File: src/rtl/double_ended_queue_assert.svh
// Assertion macros for the double-ended queue.
// Included by the top level; the macros expect clk and rst_n in scope.
`ifndef DOUBLE_ENDED_QUEUE_ASSERT_SVH
`define DOUBLE_ENDED_QUEUE_ASSERT_SVH
`ifndef SYNTH
// Same-cycle implication, checked out of reset.
`define DQ_ASSERT_IMPLY(label, ante, cons, msg) \
  label: assert property (@(posedge clk) disable iff (!rst_n) (ante) |-> (cons)) \
    else $error(msg);
// Next-cycle implication, checked out of reset.
`define DQ_ASSERT_NEXT(label, ante, cons, msg) \
  label: assert property (@(posedge clk) disable iff (!rst_n) (ante) |=> (cons)) \
    else $error(msg);
`else
`define DQ_ASSERT_IMPLY(label, ante, cons, msg)
`define DQ_ASSERT_NEXT(label, ante, cons, msg)
`endif
`endif

File: src/rtl/dq_pkg.sv
// Shared constants, codes and types of the double-ended queue.
// No dependencies; every other file but the assertion header depends on this package.
package dq_pkg;

  localparam int unsigned DEPTH   = 16;
  localparam int unsigned DATA_W  = 32;
  localparam int unsigned ADDR_W  = $clog2(DEPTH);
  localparam int unsigned COUNT_W = 5;
  localparam int unsigned IDX_W   = 4;
  localparam int unsigned OP_W    = 3;

  typedef enum logic [OP_W-1:0] {
    OP_PUSH_FRONT   = 3'd0,
    OP_PUSH_BACK    = 3'd1,
    OP_POP_FRONT    = 3'd2,
    OP_POP_BACK     = 3'd3,
    OP_PEEK_FRONT   = 3'd4,
    OP_PEEK_BACK    = 3'd5,
    OP_READ_INDEX   = 3'd6,
    OP_REMOVE_INDEX = 3'd7
  } dq_op_t;

  typedef enum logic [1:0] {
    ST_OK    = 2'd0,
    ST_EMPTY = 2'd1,
    ST_FULL  = 2'd2,
    ST_RANGE = 2'd3
  } dq_status_t;

  typedef enum logic [1:0] {
    S_IDLE,
    S_GRAB,
    S_SHIFT,
    S_RESP
  } dq_state_t;

  // One access to the entry store.
  typedef struct packed {
    logic              we;
    logic [ADDR_W-1:0] waddr;
    logic [DATA_W-1:0] wdata;
    logic              re;
    logic [ADDR_W-1:0] raddr;
  } dq_mem_req_t;

  // One result item.
  typedef struct packed {
    logic [DATA_W-1:0]  data_out;
    dq_status_t         status;
    logic [COUNT_W-1:0] entry_count;
  } dq_rsp_t;

endpackage

File: src/rtl/dq_if.sv
// Valid/ready channel interfaces for the request and result items.
// Depends on dq_pkg for the field widths.
interface dq_in_if;
  logic                      valid;
  logic                      ready;
  logic [dq_pkg::OP_W-1:0]   op;
  logic [dq_pkg::DATA_W-1:0] data_in;
  logic [dq_pkg::IDX_W-1:0]  item_index;

  modport source (output valid, output op, output data_in, output item_index, input ready);
  modport sink   (input valid, input op, input data_in, input item_index, output ready);
endinterface

interface dq_out_if;
  logic                       valid;
  logic                       ready;
  logic [dq_pkg::DATA_W-1:0]  data_out;
  logic [1:0]                 status;
  logic [dq_pkg::COUNT_W-1:0] entry_count;

  modport source (output valid, output data_out, output status, output entry_count,
                  input ready);
  modport sink   (input valid, input data_out, input status, input entry_count,
                  output ready);
endinterface

File: src/rtl/dq_store.sv
// Entry store: one write port and one read port, read data registered.
// Depends on dq_pkg for the access struct and sizes.
module dq_store (
  input  logic                      clk,
  input  dq_pkg::dq_mem_req_t       mem_req,
  output logic [dq_pkg::DATA_W-1:0] mem_rdata
);
  import dq_pkg::*;

  logic [DATA_W-1:0] store_r [DEPTH];
  logic [DATA_W-1:0] rdata_r;

  // Write port.
  always_ff @(posedge clk) begin
    if (mem_req.we) begin
      store_r[mem_req.waddr] <= mem_req.wdata;
    end
  end

  // Read port; the data holds until the next read is issued.
  always_ff @(posedge clk) begin
    if (mem_req.re) begin
      rdata_r <= store_r[mem_req.raddr];
    end
  end

  assign mem_rdata = rdata_r;

endmodule

File: src/rtl/dq_ctrl.sv
// Request sequencer: front pointer, count, store accesses and the gap-closing walk.
// Depends on dq_pkg and the dq_in_if interface.
module dq_ctrl (
  input  logic                      clk,
  input  logic                      rst_n,
  dq_in_if.sink                     in_ch,
  output dq_pkg::dq_mem_req_t       mem_req,
  input  logic [dq_pkg::DATA_W-1:0] mem_rdata,
  output logic                      rsp_valid,
  input  logic                      rsp_ready,
  output dq_pkg::dq_rsp_t           rsp
);
  import dq_pkg::*;

  dq_state_t          state_r, state_nxt, acc_state;
  logic [ADDR_W-1:0]  front_r, front_nxt, front_dec;
  logic [COUNT_W-1:0] count_r, count_nxt;
  logic [COUNT_W-1:0] shift_r, shift_nxt;
  logic [DATA_W-1:0]  res_data_r, res_data_nxt;
  dq_status_t         res_status_r, res_status_nxt;
  logic [COUNT_W-1:0] res_count_r, res_count_nxt;
  logic               res_mem_r, res_mem_nxt;

  dq_op_t             op;
  logic [COUNT_W-1:0] idx_ext;
  logic               is_full, is_empty, idx_ok, more_shift, shift_more, in_fire;

  // Slot of the entry at an offset from the front, wrapping round the store.
  function automatic logic [ADDR_W-1:0] wrap_add(input logic [ADDR_W-1:0] base,
                                                 input logic [COUNT_W-1:0] off);
    logic [COUNT_W:0] sum;
    sum = (COUNT_W+1)'(base) + (COUNT_W+1)'(off);
    if (sum >= (COUNT_W+1)'(DEPTH)) begin
      sum = sum - (COUNT_W+1)'(DEPTH);
    end
    return sum[ADDR_W-1:0];
  endfunction

  // Request decode.
  assign op         = dq_op_t'(in_ch.op);
  assign idx_ext    = COUNT_W'(in_ch.item_index);
  assign is_full    = (count_r == COUNT_W'(DEPTH));
  assign is_empty   = (count_r == '0);
  assign idx_ok     = (idx_ext < count_r);
  assign more_shift = ((COUNT_W+1)'(idx_ext) + 1'b1) < (COUNT_W+1)'(count_r);
  assign front_dec  = (front_r == '0) ? ADDR_W'(DEPTH - 1) : front_r - 1'b1;
  // The count is already reduced while the gap is closed.
  assign shift_more = (shift_r + 1'b1) < count_r;

  assign in_ch.ready = (state_r == S_IDLE) || ((state_r == S_RESP) && rsp_ready);
  assign in_fire     = in_ch.valid && in_ch.ready;
  assign acc_state   = ((op == OP_REMOVE_INDEX) && idx_ok && more_shift) ? S_GRAB : S_RESP;

  // Next state.
  always_comb begin
    state_nxt = state_r;
    case (state_r)
      S_IDLE: begin
        if (in_fire) begin
          state_nxt = acc_state;
        end
      end
      S_GRAB: begin
        state_nxt = S_SHIFT;
      end
      S_SHIFT: begin
        if (!shift_more) begin
          state_nxt = S_RESP;
        end
      end
      S_RESP: begin
        if (rsp_ready) begin
          state_nxt = in_fire ? acc_state : S_IDLE;
        end
      end
      default: begin
        state_nxt = S_IDLE;
      end
    endcase
  end

  // Store accesses, pointer and count updates and the pending result.
  always_comb begin
    mem_req        = '0;
    front_nxt      = front_r;
    count_nxt      = count_r;
    shift_nxt      = shift_r;
    res_data_nxt   = res_data_r;
    res_status_nxt = res_status_r;
    res_count_nxt  = res_count_r;
    res_mem_nxt    = res_mem_r;

    rsp_valid        = (state_r == S_RESP);
    rsp.data_out     = res_mem_r ? mem_rdata : res_data_r;
    rsp.status       = res_status_r;
    rsp.entry_count  = res_count_r;

    case (state_r)
      S_GRAB: begin
        // Keep the removed item, then fetch the one behind it.
        res_data_nxt  = mem_rdata;
        res_mem_nxt   = 1'b0;
        mem_req.re    = 1'b1;
        mem_req.raddr = wrap_add(front_r, shift_r + 1'b1);
      end
      S_SHIFT: begin
        // Move one entry a place toward the front, fetch the next.
        mem_req.we    = 1'b1;
        mem_req.waddr = wrap_add(front_r, shift_r);
        mem_req.wdata = mem_rdata;
        if (shift_more) begin
          mem_req.re    = 1'b1;
          mem_req.raddr = wrap_add(front_r, shift_r + COUNT_W'(2));
          shift_nxt     = shift_r + 1'b1;
        end
      end
      default: ;
    endcase

    if (in_fire) begin
      res_data_nxt   = '0;
      res_mem_nxt    = 1'b0;
      res_status_nxt = ST_OK;
      shift_nxt      = idx_ext;
      case (op)
        OP_PUSH_FRONT: begin
          if (is_full) begin
            res_status_nxt = ST_FULL;
          end else begin
            mem_req.we    = 1'b1;
            mem_req.waddr = front_dec;
            mem_req.wdata = in_ch.data_in;
            front_nxt     = front_dec;
            count_nxt     = count_r + 1'b1;
          end
        end
        OP_PUSH_BACK: begin
          if (is_full) begin
            res_status_nxt = ST_FULL;
          end else begin
            mem_req.we    = 1'b1;
            mem_req.waddr = wrap_add(front_r, count_r);
            mem_req.wdata = in_ch.data_in;
            count_nxt     = count_r + 1'b1;
          end
        end
        OP_POP_FRONT, OP_PEEK_FRONT: begin
          if (is_empty) begin
            res_status_nxt = ST_EMPTY;
          end else begin
            mem_req.re    = 1'b1;
            mem_req.raddr = front_r;
            res_mem_nxt   = 1'b1;
            if (op == OP_POP_FRONT) begin
              front_nxt = wrap_add(front_r, COUNT_W'(1));
              count_nxt = count_r - 1'b1;
            end
          end
        end
        OP_POP_BACK, OP_PEEK_BACK: begin
          if (is_empty) begin
            res_status_nxt = ST_EMPTY;
          end else begin
            mem_req.re    = 1'b1;
            mem_req.raddr = wrap_add(front_r, count_r - 1'b1);
            res_mem_nxt   = 1'b1;
            if (op == OP_POP_BACK) begin
              count_nxt = count_r - 1'b1;
            end
          end
        end
        OP_READ_INDEX, OP_REMOVE_INDEX: begin
          if (!idx_ok) begin
            res_status_nxt = ST_RANGE;
          end else begin
            mem_req.re    = 1'b1;
            mem_req.raddr = wrap_add(front_r, idx_ext);
            if (op == OP_REMOVE_INDEX) begin
              count_nxt   = count_r - 1'b1;
              res_mem_nxt = !more_shift;
            end else begin
              res_mem_nxt = 1'b1;
            end
          end
        end
        default: ;
      endcase
      res_count_nxt = count_nxt;
    end
  end

  // Control state.
  always_ff @(posedge clk) begin
    if (!rst_n) begin
      state_r <= S_IDLE;
      front_r <= '0;
      count_r <= '0;
    end else begin
      state_r <= state_nxt;
      front_r <= front_nxt;
      count_r <= count_nxt;
    end
  end

  // Walk position and pending result.
  always_ff @(posedge clk) begin
    shift_r      <= shift_nxt;
    res_data_r   <= res_data_nxt;
    res_status_r <= res_status_nxt;
    res_count_r  <= res_count_nxt;
    res_mem_r    <= res_mem_nxt;
  end

endmodule

File: src/rtl/double_ended_queue.sv
// Channel     | Direction | Handshake           | Payload
// in_ch       | input     | valid/ready         | op, data_in, item_index
// out_ch      | output    | valid/ready         | data_out, status, entry_count
//
// Push, pop, peek and read give a pending result in the cycle after acceptance, and a
// new item is taken in the cycle the previous result moves into the output register.
// Removing position p of n entries with entries behind it walks the grab and shift
// states. The store has one read and one write port, so the gap closes one entry per
// cycle. Removing the back entry leaves no gap and completes as a read does.
// Reset is synchronous and clears pointer, count and control; the store is not cleared.
// A stalled output holds its result, and the sequencer keeps its own until space frees.
//
// Top level of the double-ended queue. Depends on dq_pkg, dq_if, dq_store, dq_ctrl
// and the assertion macros in double_ended_queue_assert.svh.
`include "double_ended_queue_assert.svh"

module double_ended_queue (
  input  logic clk,
  input  logic rst_n,
  dq_in_if.sink    in_ch,
  dq_out_if.source out_ch
);
  import dq_pkg::*;

  dq_mem_req_t       mem_req;
  logic [DATA_W-1:0] mem_rdata;
  logic              rsp_valid, rsp_ready;
  dq_rsp_t           rsp;
  logic              out_valid_r, out_valid_nxt;
  dq_rsp_t           out_payload_r;

  dq_store u_store (
    .clk       (clk),
    .mem_req   (mem_req),
    .mem_rdata (mem_rdata)
  );

  dq_ctrl u_ctrl (
    .clk       (clk),
    .rst_n     (rst_n),
    .in_ch     (in_ch),
    .mem_req   (mem_req),
    .mem_rdata (mem_rdata),
    .rsp_valid (rsp_valid),
    .rsp_ready (rsp_ready),
    .rsp       (rsp)
  );

  // Output register: takes a result whenever it is empty or being drained.
  assign rsp_ready = !out_valid_r || out_ch.ready;

  always_comb begin
    out_valid_nxt = out_valid_r;
    if (rsp_valid && rsp_ready) begin
      out_valid_nxt = 1'b1;
    end else if (out_ch.ready) begin
      out_valid_nxt = 1'b0;
    end
  end

  always_ff @(posedge clk) begin
    if (!rst_n) begin
      out_valid_r <= 1'b0;
    end else begin
      out_valid_r <= out_valid_nxt;
    end
  end

  always_ff @(posedge clk) begin
    if (rsp_valid && rsp_ready) begin
      out_payload_r <= rsp;
    end
  end

  assign out_ch.valid       = out_valid_r;
  assign out_ch.data_out    = out_payload_r.data_out;
  assign out_ch.status      = out_payload_r.status;
  assign out_ch.entry_count = out_payload_r.entry_count;

  // Checks on results and on the hand-over from the sequencer.
  `DQ_ASSERT_IMPLY(a_count_bound, out_valid_r, out_payload_r.entry_count <= COUNT_W'(DEPTH), "entry count above depth")
  `DQ_ASSERT_IMPLY(a_empty_count, out_valid_r && (out_payload_r.status == ST_EMPTY), out_payload_r.entry_count == '0, "empty status with entries held")
  `DQ_ASSERT_IMPLY(a_full_count, out_valid_r && (out_payload_r.status == ST_FULL), out_payload_r.entry_count == COUNT_W'(DEPTH), "full status below depth")
  `DQ_ASSERT_NEXT(a_rsp_hold, rsp_valid && !rsp_ready, rsp_valid && $stable(rsp), "pending result changed while stalled")

endmodule
File: src/flat_wrapper.sv
// flat-port wrapper written by rule: the top's interface ports become plain ports
module double_ended_queue_flat import dq_pkg::*;
  (clk, rst_n, in_ch_valid, in_ch_op, in_ch_data_in, in_ch_item_index, in_ch_ready, out_ch_valid, out_ch_data_out, out_ch_status, out_ch_entry_count, out_ch_ready);
  dq_in_if in_ch_i ();
  dq_out_if out_ch_i ();
  input  logic clk;
  input  logic rst_n;
  input wire logic [$bits(in_ch_i.valid)-1:0] in_ch_valid;
  input wire logic [$bits(in_ch_i.op)-1:0] in_ch_op;
  input wire logic [$bits(in_ch_i.data_in)-1:0] in_ch_data_in;
  input wire logic [$bits(in_ch_i.item_index)-1:0] in_ch_item_index;
  output wire logic [$bits(in_ch_i.ready)-1:0] in_ch_ready;
  output wire logic [$bits(out_ch_i.valid)-1:0] out_ch_valid;
  output wire logic [$bits(out_ch_i.data_out)-1:0] out_ch_data_out;
  output wire logic [$bits(out_ch_i.status)-1:0] out_ch_status;
  output wire logic [$bits(out_ch_i.entry_count)-1:0] out_ch_entry_count;
  input wire logic [$bits(out_ch_i.ready)-1:0] out_ch_ready;
  assign in_ch_i.valid = in_ch_valid;
  assign in_ch_i.op = in_ch_op;
  assign in_ch_i.data_in = in_ch_data_in;
  assign in_ch_i.item_index = in_ch_item_index;
  assign in_ch_ready = in_ch_i.ready;
  assign out_ch_valid = out_ch_i.valid;
  assign out_ch_data_out = out_ch_i.data_out;
  assign out_ch_status = out_ch_i.status;
  assign out_ch_entry_count = out_ch_i.entry_count;
  assign out_ch_i.ready = out_ch_ready;
  double_ended_queue u_core (.clk(clk), .rst_n(rst_n), .in_ch(in_ch_i), .out_ch(out_ch_i));
endmodule
File: config.mk
export PLATFORM = sky130hd
export DESIGN_NAME = double_ended_queue_flat
export DESIGN_NICKNAME = d
export VERILOG_FILES = /design/src/rtl/dq_pkg.sv /design/src/rtl/dq_if.sv /design/src/rtl/dq_store.sv /design/src/rtl/dq_ctrl.sv /design/src/rtl/double_ended_queue.sv /design/src/flat_wrapper.sv
export VERILOG_INCLUDE_DIRS = /design/src /design/src/rtl
export SDC_FILE = /design/constraint.sdc
export NUM_CORES = 1
export LEC_CHECK = 0
export ABC_AREA = 1
export ABC_CLOCK_PERIOD_IN_PS = 10300
export BUFFER_PORTS_ARGS = -buffer_cell sky130_fd_sc_hd__buf_2
export CORE_ASPECT_RATIO = 0.8
export CORE_UTILIZATION = 40
export CTS_CLUSTER_SIZE = 28
export DETAILED_ROUTE_END_ITERATION = 16
export PLACE_DENSITY_LB_ADDON = 0.08
export REMOVE_ABC_BUFFERS = 1
export SLEW_MARGIN = 20
export SYNTH_ARGS = -nofsm -noshare
export SYNTH_HDL_FRONTEND = slang
export SYNTH_SLANG_ARGS = --single-unit
export TNS_END_PERCENT = 20
File: constraint.sdc
create_clock -name clk -period 10.3 [get_ports clk]
set_input_delay 0.515 -clock clk [delete_from_list [all_inputs] [get_ports clk]]
set_output_delay 0.515 -clock clk [all_outputs]
set_load 0.05 [all_outputs]
* After elaboration in Yosys (flattened, before gate mapping) *
Memories as Yosys holds them, arrays and structs flattened. A register that Yosys moved wholly into a read port is not among the register bits.
Cells that the tools add are included.

storage, ports and cells
  flip-flop bits (word level) = 96
  memory bits (writable) = 512
  bits of input ports = 43
  output and inout bits = 41
  logic and storage cells = 142
  memories kept = 1

memories
  name                    depth  bits a word  read ports  clocked after Yosys merged registers in  write ports  line            RTL
  u_core.u_store.store_r  16     32           1           1                                        1            dq_store.sv:10  logic [DATA_W-1:0] store_r [DEPTH];

cells by class
  add/subtract/negate cells = 20
  order comparisons = 10
  eq/ne operators = 17
  muxes and demuxes = 55
  reductions and logical operators = 26

operators by type and width
  kind                   count
  $mux W37               3
  $pmux W37 S2           1
  $mux W4                14
  $mux W5                11
  $mux W42               1
  $mux W32               1
  $sub A4 B1 Y4 const B  8
  $add A4 B5 Y6          5
  $ge A6 B5 Y1 const B   5
  $pmux W5 S4            1
  $pmux W5 S3            1
  $mux W2                7
  $eq A3 B3 Y1 const B   4
  $ne A2 B2 Y1 const B   6
  $add A4 B1 Y5 const B  2
  $add A5 B1 Y5 const B  2
  $ge A5 B5 Y1 const B   2
  $lt A5 B5 Y1           2
  $mux W1                10
  $pmux W5 S2            1
  $reduce_bool A2 Y1     5
  $pmux W2 S4            1
  $pmux W4 S2            1
  $reduce_or A2 Y1       4
  other kinds (22)       30

* Logic depth before layout (Yosys ltp) *
Gate-level depths: netlist of the first run.

  depth in word-level cells = 11
  mapped depth = 20
  depth with buffers taken out = 19

* Hierarchy *
A second synthesis of the first run with hierarchy kept.

second synthesis, totals
  cell total of the unflattened synthesis = 2978
  area total of the unflattened synthesis = 29517.1 um^2

by module, submodules not included
  module              instances  cells an instance  area an instance (um^2)  sequential area each (um^2)
  dq_store            1          2120               23050.9                  16335.7
  dq_ctrl             1          812                5243.8                   1241.2
  double_ended_queue  1          46                 1222.4                   1191.1

* Worst setup path before layout of the first run *
Ideal clock, no wire load.

  kind = reg2reg
  start point = reg u_core.out_valid_r (netlist: u_core.out_ch.valid)
  end point = mem u_core.u_store.store_r[0][0], enable pin
  setup time = 0.470 ns
  arrival = 4.646 ns
  data required time = 9.830 ns
  setup slack = 5.184 ns
  stages on the path, launching flop included = 14
  buffers on the path = 2
  path through = dfxtp_1 > nand2_2 > nand2_1 > nand2_1 > nand2_2 > buf_4 > inv_2 > nand3_2 > inv_2 > buf_6 > o21a_1 > inv_1 > nand2_1 > a211oi_1

between the ends
  word-level cells in the longest chain between the ends = 8

RTL lines
  item                           line                      RTL
  start, declared                double_ended_queue.sv:29  logic out_valid_r, out_valid_nxt;
  start signal, assigned         double_ended_queue.sv:65  out_valid_r <= out_valid_nxt;
  $logic_not A1 Y1 *             double_ended_queue.sv:50  assign rsp_ready = !out_valid_r || out_ch.ready;
  $logic_or A1 B1 Y1 *           double_ended_queue.sv:50
  $logic_and A1 B1 Y1 *          dq_ctrl.sv:50             assign in_ch.ready = (state_r == S_IDLE) || ((state_r == S_RESP) && rsp_ready);
  $logic_or A1 B1 Y1 *           dq_ctrl.sv:50
  net in_ch_ready                flat_wrapper.sv:12        output wire logic [$bits(in_ch_i.ready)-1:0] in_ch_ready;
  $logic_and A1 B1 Y1 *          dq_ctrl.sv:51             assign in_fire = in_ch.valid && in_ch.ready;
  $mux W42 *                     dq_ctrl.sv:120            if (in_fire) begin
  $mux W1                        dq_store.sv:15            if (mem_req.we) begin
  $mux W1 (implied by the code)  dq_store.sv:16            store_r[mem_req.waddr] <= mem_req.wdata;
  end, declared                  dq_store.sv:10

Mark *: on every way through the listed nets, which the timed path passes. The rest lies on a longest branch.

* Worst setup path after layout of the first run *
  start point = reg u_core.u_ctrl.count_r[3]
  end point = reg u_core.u_store.rdata_r[10] (netlist: u_core.u_store.mem_rdata[10]), read port of u_core.u_store.store_r, data pin

between the ends
  word-level cells in the longest chain between the ends = 7
  elaborated cells on any way between the ends = 15

RTL lines
  item                                           line                          RTL
  start, declared                                dq_ctrl.sv:17                 logic [COUNT_W-1:0] count_r, count_nxt;
  start signal, assigned                         dq_ctrl.sv:201                count_r <= count_nxt;
  $sub A5 B1 Y5                                  dq_ctrl.sv:165                mem_req.raddr = wrap_add(front_r, count_r - 1'b1);
  $add A4 B5 Y6                                  dq_ctrl.sv:32                 sum = (COUNT_W+1)'(base) + (COUNT_W+1)'(off);
  $ge A6 B5 Y1 or $sub A4 B1 Y4 (tied branches)  dq_ctrl.sv:33, dq_ctrl.sv:34
  $mux W4                                        dq_ctrl.sv:33                 if (sum >= (COUNT_W+1)'(DEPTH)) begin
  $mux W5                                        dq_ctrl.sv:161                if (is_empty) begin
  $pmux W5 S3                                    dq_ctrl.sv:125                case (op)
  $mux W42 *                                     dq_ctrl.sv:120
  end, declared                                  dq_store.sv:11                logic [DATA_W-1:0] rdata_r;

Every way passes the cells marked *; elsewhere a longest branch is shown, timed or not.
A chain may end at the register's enable or synchronous reset.

==> run_summary.xml, run 1 <==
<?xml version="1.0" encoding="UTF-8"?>
<metrics>
  <group name="final_layout">
    <metric name="fin_nets" unit="">3091</metric>
    <metric name="diode_insertion_count_for_antenna_repair" unit="">0</metric>
    <metric name="highest_count_cells_in_the_layout_ignoring_fill_and_taps" unit="">sky130_fd_sc_hd__nand3_1 (669), sky130_fd_sc_hd__nand2_1 (638), sky130_fd_sc_hd__edfxtp_1 (595)</metric>
    <metric name="multiInputGateArea" unit="um^2">8513</metric>
    <metric name="seq_area" unit="um^2">18770</metric>
    <metric name="most_common_cell_after_layout_fill_and_taps_aside" unit="">sky130_fd_sc_hd__nand3_1</metric>
    <metric name="area_growth_syn_to_layout" unit="%">11.47</metric>
    <metric name="layout-drive-gt1-share" unit="">0.09064</metric>
    <metric name="fillers" unit="">7038</metric>
    <metric name="design_area" unit="um^2">33240</metric>
  </group>
  <group name="routing">
    <metric name="routed_wirelength" unit="um">83140</metric>
    <metric name="drt-vias-per-instance" unit="">5.142</metric>
    <metric name="routed-wl-met3" unit="um">4461</metric>
    <metric name="m1WireLength" unit="um">39390</metric>
    <metric name="detail-route-antenna-nets" unit="">0</metric>
    <metric name="dr.first_iter.drc_count" unit="">1621</metric>
    <metric name="detailroute.via_count" unit="">20861</metric>
    <metric name="avgRoutedWirePerCell" unit="um">20.49</metric>
    <metric name="detailroute.wirelength.met2" unit="um">37980</metric>
    <metric name="drcViolationCount" unit="">0</metric>
    <metric name="first_pass_iters" unit="">5</metric>
    <metric name="route.top_layer_used" unit="">met4</metric>
  </group>
  <group name="power_and_ir_drop">
    <metric name="report.power.total" unit="mW">9.733</metric>
    <metric name="cellLeakagePower" unit="nW">13.80</metric>
    <metric name="switching_component_of_the_power" unit="mW">3.731</metric>
    <metric name="pwr-share-comb" unit="">0.348</metric>
    <metric name="sequentialPowerShare" unit="">0.396</metric>
    <metric name="vdd.ir_drop.worst" unit="V">0.0001879</metric>
    <metric name="p_per_area" unit="nW/um^2">292.8</metric>
    <metric name="internal-power" unit="mW">6.001</metric>
    <metric name="netSwitchingFraction" unit="">0.3834</metric>
    <metric name="power.clock.fraction" unit="">0.255</metric>
  </group>
  <group name="floorplan">
    <metric name="die_width" unit="um">307.3</metric>
    <metric name="design.portCount" unit="">84</metric>
    <metric name="floorplan.die_area" unit="um^2">75650</metric>
    <metric name="core_footprint" unit="um^2">73720</metric>
    <metric name="floorplan.die.height" unit="um">246.2</metric>
    <metric name="floorplan.initialDensity" unit="">0.4045</metric>
    <metric name="placementRows" unit="">89</metric>
  </group>
  <group name="outcome">
    <metric name="outcome" unit="">finished, final reports clean</metric>
  </group>
  <group name="clock_tree">
    <metric name="cts.root.buffer_cell" unit="">sky130_fd_sc_hd__clkbuf_16</metric>
    <metric name="cts_resized" unit="">0</metric>
    <metric name="post_cts.repair.setup_buffers" unit="">0</metric>
    <metric name="clock_latency" unit="ns">0.61</metric>
    <metric name="ctsHtreeMaxLevel" unit="">3</metric>
    <metric name="clk_pin_slew" unit="ns">0.06</metric>
    <metric name="clock-sinks" unit="">640</metric>
    <metric name="numCtsBuffers" unit="">69</metric>
    <metric name="cts_buffer_depth" unit="">3</metric>
    <metric name="cts_hold_repair.buffers" unit="">0</metric>
    <metric name="cts_tree" unit="">done</metric>
  </group>
  <group name="global_routing">
    <metric name="global_route_wire_length_before_repair" unit="um">125800</metric>
    <metric name="first_global_vias" unit="">19775</metric>
    <metric name="grt_antenna_before_repair" unit="">1</metric>
    <metric name="grt.overflow.total" unit="">0</metric>
    <metric name="largest_net_degree_at_the_start_of_global_routing" unit="">122</metric>
    <metric name="grt.total_usage" unit="">0.2224</metric>
  </group>
  <group name="logic_synthesis">
    <metric name="ys_dominant_reg_cell" unit="">sky130_fd_sc_hd__edfxtp_1</metric>
    <metric name="synth.yosys.warnings" unit="">0</metric>
    <metric name="yosys.cell_types.count" unit="">45</metric>
    <metric name="average_cell_area_after_synthesis" unit="um^2">10.00</metric>
    <metric name="synth-edff-count" unit="">595</metric>
    <metric name="synth-seq-cells" unit="">640</metric>
    <metric name="sequential_fraction_of_the_synthesis_area" unit="">0.6294</metric>
    <metric name="synthesis.area" unit="um^2">29820</metric>
    <metric name="post_synth_inst_count" unit="">2982</metric>
    <metric name="synth-async-reset-ratio" unit="">0</metric>
  </group>
  <group name="timing">
    <metric name="setup_viol" unit="">0</metric>
    <metric name="worst-slew-pin-transition" unit="ns">1.108</metric>
    <metric name="timing.fmax" unit="MHz">191.0</metric>
    <metric name="tmin_final" unit="ns">5.235</metric>
    <metric name="setup_slack_of_the_critical_path_after_layout" unit="ns">5.065</metric>
    <metric name="timing_hold_violations_final" unit="">0</metric>
    <metric name="finClkSkew" unit="ns">0.01809</metric>
    <metric name="setup_tns" unit="ns">0</metric>
    <metric name="timing.max_slew.rel_slack" unit="">0.2614</metric>
    <metric name="rsz_0062_raised_after_global_routing" unit="">no</metric>
    <metric name="timing.final.crit_share" unit="">0.5082</metric>
    <metric name="final_max_slew_viol_count" unit="">0</metric>
  </group>
  <group name="place">
    <metric name="dp_hpwl" unit="um">44200</metric>
    <metric name="placed_cell_area" unit="um^2">30970</metric>
    <metric name="final_gp_congestion" unit="">0.8329</metric>
    <metric name="preCtsSetupSlack" unit="ns">4.962</metric>
    <metric name="port_buffers" unit="">83</metric>
  </group>
  <group name="worst_setup_path">
    <metric name="cp_max_fo" unit="">121</metric>
    <metric name="regToRegSetupSlack" unit="ns">5.07</metric>
    <metric name="crit_path_start_kind" unit="">register</metric>
    <metric name="setup.worst_path.end_class" unit="">register</metric>
    <metric name="critPathArrivalTime" unit="ns">5.59</metric>
    <metric name="cp_data_required_time" unit="ns">10.65</metric>
    <metric name="critical_path_class" unit="">reg2reg</metric>
  </group>
  <group name="run">
    <metric name="drv_cap" unit="">0</metric>
  </group>
  <group name="hold_path">
    <metric name="hold_path.class" unit="">in2reg</metric>
  </group>
</metrics>
-- kinds of logic after synthesis --
kind of cell,after synthesis,share of synthesized area
buffers and inverters,639,0.09218
XOR/XNOR,19,0.005580
AND/OR/NAND/NOR,1488,0.2244
flip-flops,640,0.6294
adder cells (fa/ha/maj),47,0.02123
AO/OA/AOI/OAI,149,0.02727
-- routing by layer --
metal	track usage	vias up
met2	0.3536	552
met3	0.02822	92
met1	0.3246	10224
met5	0	-
met4	0.04800	0
li1	-	9993
-- power groups by stage --
stage                     registers, mW  logic [mW]  clock network, mW
after detailed placement           3.91        3.41                  0
after global placement             3.90        3.37                  0
after floorplan                    3.94        2.16                  0
after global routing               3.90        3.80               2.64
after CTS                          3.86        3.42               2.54
final                              3.86        3.39               2.49
-- sequential cells by signal (all words and copies together), names as in the netlist, 2 cells and up --
signal / flops
u_core.out_ch.data_out: 32
u_core.out_ch.entry_count: 5
u_core.out_ch.status: 2
u_core.u_ctrl.count_r: 5
u_core.u_ctrl.front_r: 4
u_core.u_ctrl.res_count_r: 5
u_core.u_ctrl.res_data_r: 32
u_core.u_ctrl.res_status_r: 2
u_core.u_ctrl.shift_r: 5
u_core.u_ctrl.state_r: 2
u_core.u_store.mem_rdata: 32
u_core.u_store.store_r: 512
-- cell type report --
cell class / instances / share of cell area
repair buffers: 119 / 0.02123
inverters: 468 / 0.05292
clock inverters: 32 / 0.008921
well taps: 1001 / 0.03768
flip-flops and latches: 640 / 0.5646
multi-input cells: 1703 / 0.2561
clock buffers: 94 / 0.05853
-- cell usage after synthesis (2+ instances only) --
master / count / area share
sky130_fd_sc_hd__a211oi_1: 3 / 0.00076
sky130_fd_sc_hd__a21oi_1: 59 / 0.0099
sky130_fd_sc_hd__a22oi_1: 2 / 0.00050
sky130_fd_sc_hd__buf_1: 2 / 0.00025
sky130_fd_sc_hd__buf_2: 86 / 0.014
sky130_fd_sc_hd__buf_4: 42 / 0.011
sky130_fd_sc_hd__buf_6: 11 / 0.0042
sky130_fd_sc_hd__clkbuf_1: 29 / 0.0037
sky130_fd_sc_hd__dfxtp_1: 45 / 0.030
sky130_fd_sc_hd__edfxtp_1: 595 / 0.60
sky130_fd_sc_hd__fa_1: 6 / 0.0040
sky130_fd_sc_hd__ha_1: 41 / 0.017
sky130_fd_sc_hd__inv_1: 455 / 0.057
sky130_fd_sc_hd__inv_2: 12 / 0.0015
sky130_fd_sc_hd__nand2_1: 642 / 0.081
sky130_fd_sc_hd__nand2_2: 10 / 0.0021
sky130_fd_sc_hd__nand3_1: 669 / 0.11
sky130_fd_sc_hd__nand3_2: 4 / 0.0013
sky130_fd_sc_hd__nand3b_1: 33 / 0.0083
sky130_fd_sc_hd__nand4_1: 5 / 0.0010
sky130_fd_sc_hd__nor2_1: 111 / 0.014
sky130_fd_sc_hd__nor2_2: 2 / 0.00042
sky130_fd_sc_hd__nor2_4: 3 / 0.0011
sky130_fd_sc_hd__nor3_1: 2 / 0.00034
sky130_fd_sc_hd__o2111ai_1: 3 / 0.00088
sky130_fd_sc_hd__o211ai_1: 7 / 0.0018
sky130_fd_sc_hd__o21ai_0: 65 / 0.011
sky130_fd_sc_hd__o21ai_1: 2 / 0.00034
sky130_fd_sc_hd__o22ai_1: 3 / 0.00063
sky130_fd_sc_hd__xnor2_1: 8 / 0.0023
sky130_fd_sc_hd__xor2_1: 11 / 0.0032
-- worst paths after layout --
kind	startpoint	to	cells past startpoint
min	out_ch_ready	u_core.out_ch.valid	4
min reg2reg	u_core.u_ctrl.res_status_r[1]	u_core.out_ch.status[1]	0
max	u_core.u_ctrl.count_r[3]	u_core.u_store.mem_rdata[10]	16
max reg2reg	u_core.u_ctrl.count_r[3]	u_core.u_store.mem_rdata[10]	16
-- per-stage QoR --
step	hold slack, ns	util	std cells
2_1_floorplan	0.4003	-	2811
5_1_grt	0.2080	0.4509	4057
3_5_place_dp	0.4045	0.4201	3930
3_3_place_gp	0.4017	0.4201	3930
4_1_cts	0.1784	0.4505	4056
6_report	0.2031	0.4509	4057
-- worst max-delay path, stage by stage (launching register included) --
cell,delay [ns]
sky130_fd_sc_hd__dfxtp_1,0.59
sky130_fd_sc_hd__inv_1,0.31
sky130_fd_sc_hd__ha_1,0.36
sky130_fd_sc_hd__inv_1,0.10
sky130_fd_sc_hd__nor2_4,0.05
sky130_fd_sc_hd__a21oi_4,0.18
sky130_fd_sc_hd__nand2_2,0.08
sky130_fd_sc_hd__nand2_2,0.16
sky130_fd_sc_hd__nand3_2,0.18
sky130_fd_sc_hd__nand2_8,0.62
sky130_fd_sc_hd__buf_4,0.66
sky130_fd_sc_hd__buf_4,0.88
sky130_fd_sc_hd__nand3_1,0.18
sky130_fd_sc_hd__nand3_1,0.16
sky130_fd_sc_hd__nand3_1,0.12
sky130_fd_sc_hd__nand3_1,0.12
sky130_fd_sc_hd__nand2_1,0.08
No activity file was read; power rests on OpenSTA's default activity.
==> inputs of run 2 (changes only) <==
Settings changed: ABC_CLOCK_PERIOD_IN_PS 10300 to 5400.
Clock period 10.3 ns to 5.4 ns, I/O delays scaled along.
==> run 2 against run 1 <==
  * Total power rose by 95%
  * Setup slack got worse by 4.0 ns
  * Final area rose by 1.0%
  * Flip-flop and latch count did not move
  * Non-clock buffer count rose by 13
  * Clock power rose by 99%
  * First-iteration DRC count rose by 21%
  * Critical endpoint is now u_core.u_store.mem_rdata[7]
  * Largest cell class unchanged
==> run_summary.xml, run 2 (synthesized netlist as in run 1, its figures left out) <==
<?xml version="1.0" encoding="UTF-8"?>
<metrics>
  <group name="outcome">
    <metric name="outcome" unit="">finished, final reports clean</metric>
  </group>
  <group name="timing">
    <metric name="setup_tns" unit="ns">0</metric>
    <metric name="tmin_final" unit="ns">4.355</metric>
    <metric name="rsz_0062_raised_after_global_routing" unit="">no</metric>
    <metric name="worst-slew-pin-transition" unit="ns">0.9507</metric>
    <metric name="timing_hold_violations_final" unit="">0</metric>
    <metric name="timing.max_slew.rel_slack" unit="">0.3662</metric>
    <metric name="final_max_slew_viol_count" unit="">0</metric>
    <metric name="setup_viol" unit="">0</metric>
    <metric name="timing.final.crit_share" unit="">0.8066</metric>
    <metric name="timing.fmax" unit="MHz">229.6</metric>
    <metric name="finClkSkew" unit="ns">0.01638</metric>
  </group>
  <group name="floorplan">
    <metric name="floorplan.die.height" unit="um">246.2</metric>
    <metric name="core_footprint" unit="um^2">73720</metric>
    <metric name="design.portCount" unit="">84</metric>
    <metric name="die_width" unit="um">307.3</metric>
    <metric name="floorplan.die_area" unit="um^2">75650</metric>
    <metric name="floorplan.initialDensity" unit="">0.4045</metric>
    <metric name="placementRows" unit="">89</metric>
  </group>
  <group name="final_layout">
    <metric name="fillers" unit="">7033</metric>
    <metric name="most_common_cell_after_layout_fill_and_taps_aside" unit="">sky130_fd_sc_hd__nand3_1</metric>
    <metric name="fin_nets" unit="">3105</metric>
    <metric name="highest_count_cells_in_the_layout_ignoring_fill_and_taps" unit="">sky130_fd_sc_hd__nand3_1 (669), sky130_fd_sc_hd__nand2_1 (638), sky130_fd_sc_hd__edfxtp_1 (595)</metric>
    <metric name="number_of_flip_flops_under_the_largest_register_name" unit="">512</metric>
    <metric name="layout.cells.non_filler" unit="">4072</metric>
    <metric name="diode_insertion_count_for_antenna_repair" unit="">0</metric>
    <metric name="final_core_utilization" unit="">0.4554</metric>
    <metric name="area_growth_syn_to_layout" unit="%">12.59</metric>
    <metric name="layout-drive-gt1-share" unit="">0.09508</metric>
    <metric name="largest_register" unit="">u_core.u_store.store_r</metric>
  </group>
  <group name="power_and_ir_drop">
    <metric name="report.power.total" unit="mW">18.95</metric>
    <metric name="p_per_area" unit="nW/um^2">564.4</metric>
    <metric name="cellLeakagePower" unit="nW">13.95</metric>
    <metric name="vdd.ir_drop.worst" unit="V">0.0003359</metric>
  </group>
  <group name="global_routing">
    <metric name="grt.total_usage" unit="">0.2286</metric>
    <metric name="global_route_wire_length_before_repair" unit="um">128800</metric>
    <metric name="grt_antenna_before_repair" unit="">1</metric>
    <metric name="largest_net_degree_at_the_start_of_global_routing" unit="">155</metric>
    <metric name="grt.overflow.total" unit="">0</metric>
    <metric name="first_global_vias" unit="">20108</metric>
  </group>
  <group name="clock_tree">
    <metric name="cts.root.buffer_cell" unit="">sky130_fd_sc_hd__clkbuf_16</metric>
    <metric name="ctsHtreeMaxLevel" unit="">3</metric>
    <metric name="clock_latency" unit="ns">0.62</metric>
    <metric name="numCtsBuffers" unit="">70</metric>
    <metric name="clk_pin_slew" unit="ns">0.06</metric>
    <metric name="post_cts.repair.setup_buffers" unit="">0</metric>
    <metric name="cts_buffer_depth" unit="">3</metric>
    <metric name="clock-sinks" unit="">640</metric>
    <metric name="cts_tree" unit="">done</metric>
    <metric name="cts_resized" unit="">0</metric>
    <metric name="cts_hold_repair.buffers" unit="">2</metric>
  </group>
  <group name="hold_path">
    <metric name="hold_path.class" unit="">in2reg</metric>
  </group>
  <group name="place">
    <metric name="dp_hpwl" unit="um">46900</metric>
    <metric name="final_gp_congestion" unit="">0.8743</metric>
    <metric name="port_buffers" unit="">83</metric>
    <metric name="dp_cells" unit="">3941</metric>
  </group>
  <group name="worst_setup_path">
    <metric name="setup.worst_path.end_class" unit="">register</metric>
    <metric name="critical_path_class" unit="">reg2reg</metric>
    <metric name="worst-r2r-cell-count" unit="">18</metric>
    <metric name="cp-startpoint" unit="">u_core.u_ctrl.shift_r[1]</metric>
    <metric name="r2r_start" unit="">u_core.u_ctrl.shift_r[1]</metric>
    <metric name="crit_path_start_kind" unit="">register</metric>
    <metric name="critical_path.reg2reg.endpoint" unit="">u_core.u_store.mem_rdata[7]</metric>
    <metric name="critPathArrivalTime" unit="ns">4.83</metric>
    <metric name="cp_data_required_time" unit="ns">5.88</metric>
    <metric name="regToRegSetupSlack" unit="ns">1.04</metric>
    <metric name="endpoint" unit="">u_core.u_store.mem_rdata[7]</metric>
    <metric name="cp_max_fo" unit="">42</metric>
  </group>
  <group name="routing">
    <metric name="detailroute.via_count" unit="">21157</metric>
    <metric name="detail-route-antenna-nets" unit="">0</metric>
    <metric name="drt-vias-per-instance" unit="">5.196</metric>
    <metric name="avgRoutedWirePerCell" unit="um">21.07</metric>
    <metric name="drcViolationCount" unit="">0</metric>
    <metric name="routed_wirelength" unit="um">85800</metric>
    <metric name="m1WireLength" unit="um">41510</metric>
    <metric name="routed-wl-met3" unit="um">4841</metric>
    <metric name="route.top_layer_used" unit="">met4</metric>
    <metric name="dr.first_iter.drc_count" unit="">1965</metric>
    <metric name="first_pass_iters" unit="">5</metric>
    <metric name="detailroute.wirelength.met2" unit="um">37630</metric>
  </group>
  <group name="run">
    <metric name="drv_cap" unit="">0</metric>
  </group>
</metrics>
## run 2: cell count changes in the layout (fill, tap and decap cells not counted), moves of 2 or more
cell / previous run / this run
sky130_fd_sc_hd__clkinv_2: 12 / 8
sky130_fd_sc_hd__buf_4: 35 / 33
sky130_fd_sc_hd__clkbuf_16: 73 / 70
sky130_fd_sc_hd__clkinv_1: 12 / 10
sky130_fd_sc_hd__bufinv_16: 5 / 9
sky130_fd_sc_hd__buf_12: 0 / 13
sky130_fd_sc_hd__clkbuf_8: 4 / 7
sky130_fd_sc_hd__inv_6: 1 / 4
sky130_fd_sc_hd__clkinvlp_4: 0 / 2
sky130_fd_sc_hd__dlygate4sd3_1: 0 / 2
## run 2: cell type report
cell class,count,area [um^2],share of cell area
Sequential cell,640,18770,0.5590
Clock buffer,94,1912,0.05694
Timing Repair Buffer,132,958.4,0.02855
Inverter,468,1758,0.05236
Clock inverter,34,417.9,0.01245
Multi-Input combinational cell,1703,8508,0.2534
Tap cell,1001,1252,0.03730
## run 2: how the worst min path moves through the flow
stage                                              from                           end  slack (ns)  depth (start not counted)
after floorplan            u_core.u_ctrl.res_count_r[0]  u_core.out_ch.entry_count[0]        0.40                          0
after global placement     u_core.u_ctrl.res_count_r[2]  u_core.out_ch.entry_count[2]        0.40                          0
after detailed placement  u_core.u_ctrl.res_status_r[0]       u_core.out_ch.status[0]        0.41                          0
after CTS                           in_ch_item_index[2]      u_core.u_ctrl.shift_r[2]        0.03                          3
after global routing                in_ch_item_index[2]      u_core.u_ctrl.shift_r[2]        0.07                          3
final                               in_ch_item_index[2]      u_core.u_ctrl.shift_r[2]        0.05                          3
## run 2: through the flow
step	worst slack [ns]	hold WS (ns)	cell area (um^2)
global route	0.7925	0.07172	33570
CTS	1.079	0.03090	33560
finish	1.045	0.04984	33570
global placement	1.144	0.4032	31210
floorplan	-2.422	0.4003	28830
detailed placement	1.098	0.4052	31210
## run 2: report_power, final
part	leakage (nW)	switching, mW	internal (mW)
registers	5.83	0.379	6.97
clock network	1.13	2.02	2.93
logic	6.98	4.83	1.81
## run 2: worst max-delay path, cell delays in order (launching register included)
cell                       delay, ns
sky130_fd_sc_hd__edfxtp_1       0.48
sky130_fd_sc_hd__ha_1           0.27
sky130_fd_sc_hd__nand2_1        0.12
sky130_fd_sc_hd__xor2_1         0.26
sky130_fd_sc_hd__ha_1           0.28
sky130_fd_sc_hd__nand2_1        0.08
sky130_fd_sc_hd__inv_1          0.05
sky130_fd_sc_hd__a21oi_1        0.18
sky130_fd_sc_hd__nand2_1        0.07
sky130_fd_sc_hd__nor2_1         0.25
sky130_fd_sc_hd__nand2_1        0.09
sky130_fd_sc_hd__a21oi_1        0.20
sky130_fd_sc_hd__nand2_1        0.12
sky130_fd_sc_hd__nand2_4        0.40
sky130_fd_sc_hd__clkinv_2       0.57
sky130_fd_sc_hd__buf_12         0.39
sky130_fd_sc_hd__nand3_1        0.12
sky130_fd_sc_hd__nand3_1        0.11
sky130_fd_sc_hd__nand2_1        0.10
## run 2: layer usage
| metal | track usage | vias to the layer above |
|---|---|---|
| met4 | 0.05956 | 0 |
| met1 | 0.3402 | 10405 |
| met5 | 0 | - |
| met2 | 0.3501 | 622 |
| met3 | 0.03045 | 122 |
| li1 | - | 10008 |
